### config.mk
export PLATFORM = sky130hd
export DESIGN_NAME = tcw_apb_regs
export DESIGN_NICKNAME = d
export VERILOG_FILES = /design/src/hw/rtl/tcw_pkg.sv /design/src/hw/rtl/tcw_apb_regs.sv
export SDC_FILE = /design/constraint.sdc
export NUM_CORES = 1
export LEC_CHECK = 0
export ABC_AREA = 1
export BUFFER_PORTS_ARGS = -buffer_cell sky130_fd_sc_hd__clkbuf_2
export CAP_MARGIN = 25
export CORE_MARGIN = 4
export CORE_UTILIZATION = 31
export CTS_CLUSTER_DIAMETER = 80
export DETAILED_ROUTE_END_ITERATION = 16
export GPL_ROUTABILITY_DRIVEN = 0
export PLACE_DENSITY = 0.81
export SYNTH_ARGS = -nofsm -noshare
export SYNTH_HDL_FRONTEND = slang
export SYNTH_SLANG_ARGS = --single-unit
### constraint.sdc
create_clock -name aclk -period 0.95 [get_ports aclk]
set_clock_uncertainty 0.15 [all_clocks]
set_input_delay 0.0475 -clock aclk [delete_from_list [all_inputs] [get_ports aclk]]
set_output_delay 0.0475 -clock aclk [all_outputs]
set_load 0.02 [all_outputs]
### src/hw/rtl/tcw_pkg.sv
// Text console writer: shared types and constants.
// Screen geometry, field widths, command codes and the transaction structs.
// No dependencies.
`timescale 1ns / 1ps
`default_nettype none

package tcw_pkg;

    // Screen geometry
    localparam int COLUMNS = 80;
    localparam int ROWS    = 25;
    localparam int CELLS   = COLUMNS * ROWS;
    localparam int ADDR_W  = $clog2(CELLS);

    // Field widths fixed by the transaction format
    localparam int COL_W  = 7;
    localparam int ROW_W  = 5;
    localparam int CHAR_W = 8;
    localparam int ATTR_W = 8;
    localparam int CELL_W = CHAR_W + ATTR_W;

    // Configuration port
    localparam int PADDR_W = 3;
    localparam int PDATA_W = 32;
    localparam logic REG_TEXT_ATTR = 1'b0;

    localparam logic [CHAR_W-1:0] CHAR_NEWLINE = 8'd10;
    localparam logic [ATTR_W-1:0] ATTR_RESET   = 8'h07;

    // Command codes
    localparam logic [1:0] CMD_WRITE = 2'd0;
    localparam logic [1:0] CMD_CLEAR = 2'd1;
    localparam logic [1:0] CMD_READ  = 2'd2;

    typedef struct packed {
        logic [1:0]        command;
        logic [CHAR_W-1:0] character;
        logic [ROW_W-1:0]  read_row;
        logic [COL_W-1:0]  read_col;
    } in_item_t;

    typedef struct packed {
        logic [CHAR_W-1:0] cell_char;
        logic [ATTR_W-1:0] cell_attr;
        logic [COL_W-1:0]  cursor_col;
        logic [ROW_W-1:0]  cursor_row;
        logic              scrolled;
    } out_item_t;

endpackage

`default_nettype wire

### src/hw/rtl/tcw_apb_regs.sv
// Text console writer: APB register block holding the text attribute.
// Depends on tcw_pkg.
`timescale 1ns / 1ps
`default_nettype none

module tcw_apb_regs (
    input  wire                         aclk,
    input  wire                         aresetn,
    input  wire                         psel,
    input  wire                         penable,
    input  wire                         pwrite,
    input  wire  [tcw_pkg::PADDR_W-1:0] paddr,
    input  wire  [tcw_pkg::PDATA_W-1:0] pwdata,
    output logic [tcw_pkg::PDATA_W-1:0] prdata,
    output logic                        pready,
    output logic [tcw_pkg::ATTR_W-1:0]  text_attr
);
    import tcw_pkg::*;

    logic [ATTR_W-1:0] attr_reg;
    logic [ATTR_W-1:0] attr_next;
    logic              sel_attr;

    assign pready   = 1'b1;
    assign sel_attr = (paddr[2] == REG_TEXT_ATTR);

    // Take the low byte on a completed write to the attribute register
    always_comb begin
        attr_next = attr_reg;
        if (psel && penable && pwrite && pready && sel_attr) begin
            attr_next = pwdata[ATTR_W-1:0];
        end
    end

    always_ff @(posedge aclk) begin
        if (!aresetn) begin
            attr_reg <= ATTR_RESET;
        end else begin
            attr_reg <= attr_next;
        end
    end

    // Return the attribute, zero elsewhere
    always_comb begin
        prdata = '0;
        if (sel_attr) begin
            prdata = PDATA_W'(attr_reg);
        end
    end

    assign text_attr = attr_reg;

endmodule

`default_nettype wire

# Yosys cells after proc, flatten, opt, wreduce, memory -nomap -nowiden
# Cells that the tools add are included.
[word_totals] regBits=8 inputBits=40
[classes] muxes=1 n_reduce_logical=3 bitwise=1
[ops] cell="two-way mux 8 bit" count=1
[ops] cell="logical AND 1 bit" count=3
[ops] cell="inverter 1 bit" count=1

# Longest topological paths before layout
[logic_depth] depth_word=3 mapped_depth=6

# Worst setup path after synthesis
# Ideal clock, no wire load.
[synth_path] path_kind="register to output" start="register attr_reg[3] (netlist: text_attr[3])" end="output prdata[3] (netlist bit)" required_time_ns=0.752 setup_slack_ns=-0.046 t_arrival_ns=0.798 stages_incl_launch_ff=3 cell_sequence="dfxtp_1 inv_1 nor2_1"
[synth_via] elab_chain_len=1
[synth_rtl] element="start, declared" line="tcw_apb_regs.sv:20" source="logic [ATTR_W-1:0] attr_reg;"
[synth_rtl] element="start signal, assigned" line="tcw_apb_regs.sv:39" source="attr_reg <= attr_next;"
[synth_rtl] element="two-way mux 8 bit" line="tcw_apb_regs.sv:46" source="if (sel_attr) begin"
[synth_rtl] element="end, declared" line="tcw_apb_regs.sv:14" source="output logic [tcw_pkg::PDATA_W-1:0] prdata,"
# Every way passes these cells.

# Worst setup path after layout
[layout_path] start="register attr_reg[5] (netlist: text_attr[5])" end="output prdata[5] (netlist bit)"
# The elaborated chain is that of the path after synthesis.

==> results.sh <==
export IMPL_status="complete, but fails checks"
export IMPL_violations="negative setup slack"
export IMPL_route_detailed_drc=0
export IMPL_synthCells=95
export IMPL_route_top_layer_used="met3"
export IMPL_htree_num_levels=1
export IMPL_grt_first_pass_wirelength_mm=1.92
export IMPL_fin_util=0.523
export IMPL_areaGrowthSynthToFinish_pct=60.2
export IMPL_initial_utilization=0.326
export IMPL_ys_types=15
export IMPL_placed_cell_area_um2=736
export IMPL_hold_viol=0
export IMPL_worst_path_max_fanout=3
export IMPL_grt_pass1_vias=472
export IMPL_p_clk_frac=0.263
export IMPL_path_cells="inv_1 > nor2_2 > clkbuf_8"
export IMPL_crit_path_end_kind="output port"
export IMPL_fmax_mhz=922
export IMPL_portBuffers=29
export IMPL_p_leak_nw=0.582
export IMPL_die_w_um=53.7
export IMPL_layout_setup_ws_ns=-0.134
export IMPL_cts_buffers=3
export IMPL_fin_nets=183
export IMPL_worstSkewPairLatency_ns=0.25
export IMPL_first_pass_iters=4
export IMPL_clk_pin_slew_ns=0.05
export IMPL_setup_violations=9
export IMPL_seq_power_share=0.377
export IMPL_drv_cap=0
export IMPL_grt_setup_unrepaired="true"
export IMPL_antennaDiodeCount=0
export IMPL_powerDensity_mw_per_mm2=925
export IMPL_slew_viol_final=0
export IMPL_p_int_mw=0.629
export IMPL_grt_ovfl_total=0
export IMPL_cpPeakStageDelay_ns=0.33
export IMPL_arrival_ns=0.89
export IMPL_io_pins=81
export IMPL_core_area_mm2=0.00198
export IMPL_hold_path_class="input pin to flop"
export IMPL_routedLengthMet1_um=527
export IMPL_die_y_um=53.7
export IMPL_gr_usage_all_layers=0.0946
export IMPL_wl_per_cell_um=8.71
export IMPL_synth_seq_cells=8
export IMPL_syn_area_per_cell_um2=6.81
export IMPL_dp_hpwl_mm=1.08
export IMPL_rows=16
export IMPL_ant_nets=0
export IMPL_yosysSeqAreaShare=0.248
export IMPL_die_area_mm2=0.00288
export IMPL_design_area_mm2=0.00104
export IMPL_yosys_warnings=0
export IMPL_dr_wl_met3_um=158
export IMPL_cts_sinks=8
export IMPL_critPathKind="flop to output port"
export IMPL_peakVddDrop_mv=0.721
export IMPL_post_route_period_util=1.14
export IMPL_p_comb_frac=0.361
export IMPL_drive_gt1_frac=0.546
export IMPL_via_per_inst=3.60
export IMPL_cts_max_path_buffers=2
export IMPL_antenna_found_initial=0
export IMPL_cts_root_buf="clkbuf_4"
export IMPL_dr_first_iter_drc_count=1
export IMPL_grt_max_degree=9
export IMPL_switching_share=0.344
export IMPL_synth_cell_area_um2=647
export IMPL_p_sw_mw=0.330
export IMPL_wl_met2_um=778
export IMPL_crit_required_ns=0.75
export IMPL_layout_min_cycle_time_ns=1.08
export IMPL_via_count=605
export IMPL_cts_tree="yes"
export IMPL_crit_slowest_cell="dfxtp_2"
export IMPL_critPathLaunchType="flop"
export IMPL_wl_mm=1.46
export IMPL_largest_reg_flops=8
[worst paths after layout]
| check | startpoint | endpoint | slack (ns) | cells after the start |
|---|---|---|---|---|
| setup / recovery | text_attr[5]$_SDFFE_PN0P_ | prdata[5] | -0.13 | 3 |
| hold / removal | psel | text_attr[7]$_SDFFE_PN0P_ | 0.04 | 5 |
| setup reg to reg | text_attr[0]$_SDFFE_PN1P_ | text_attr[0]$_SDFFE_PN1P_ | 0.05 | 4 |
| hold reg to reg | text_attr[1]$_SDFFE_PN1P_ | text_attr[1]$_SDFFE_PN1P_ | 0.34 | 2 |
[synthesized netlist by cell type, drive strengths merged]
library cell,number,area share
inv,15,0.087
nand2,14,0.097
dfxtp,8,0.25
buf,26,0.31
nand3,8,0.062
conb,2,0.012
clkinv,1,0.0077
nor2,20,0.17
clkbuf,1,0.0077
[kinds of logic after synthesis]
group | share of synthesized area
other | 0.0116
and+or+nand+nor | 0.331
buffers and inverters | 0.410
DFF | 0.248
[metrics by stage]
stage	instances	TNS [ns]	setup WS [ns]	hold WS, ns	power, mW
after global routing	168	-1.39	-0.168	0.0464	1.02
after detailed placement	148	0	0.0269	0.122	0.625
final	168	-0.983	-0.134	0.0424	0.959
after CTS	166	-0.856	-0.113	0.0371	0.945
after floorplan	118	0	0.0248	0.0237	0.642
after global placement	148	0	0.0489	0.111	0.622
[cell type report]
class | instances | area, um2
multi-input combinational | 67 | 340
timing repair buffer | 47 | 408
fill | 197 | 946
tap | 27 | 33.8
sequential | 8 | 170
inverter | 16 | 61.3
clock buffer | 3 | 22.5
[cells in the final DEF, fill, tap and decap left out]
cell and count:
nor2_1 5, buf_6 4, inv_1 7, dfxtp_2 8, nand3_2 1, nand2_4 1
buf_2 1, inv_2 8, nand2_1 11, conb_1 25, nor2_2 12, buf_4 12
clkbuf_2 12, nand2_2 2, nor2_4 2, nand3_1 7, dlygate4sd3_1 9, nor2_8 1
clkbuf_8 8, clkinv_2 1, clkbuf_4 4
[per-layer routing]
layer,vias to the layer above,track usage
li1,317,-
met1,254,0.0944
met2,34,0.181
met3,0,0.0499
met4,0,0
met5,-,0
[power groups by stage]
stage                     clock [mW]  sequential [mW]  combinational (mW)
final                          0.252            0.361               0.346
after global routing           0.282            0.362               0.373
after CTS                      0.260            0.359               0.326
after detailed placement           0            0.365               0.260
after global placement             0            0.365               0.257
after floorplan                    0            0.378               0.264
[timing repair]
action	4_1_cts	5_1_grt
pin swaps	0	6
endpoints found under the hold margin	8	0
endpoints found under the setup margin	16	18
hold buffers	9	0
setup buffers	6	3
resized for setup	29	27
[critical path: cells and delay by family (launching register included)]
kind	cells	cell delay [ns]
and+or+nand+nor	1	0.10
buffers and inverters	2	0.21
DFF	1	0.33
No activity file was read; power rests on OpenSTA's default activity.
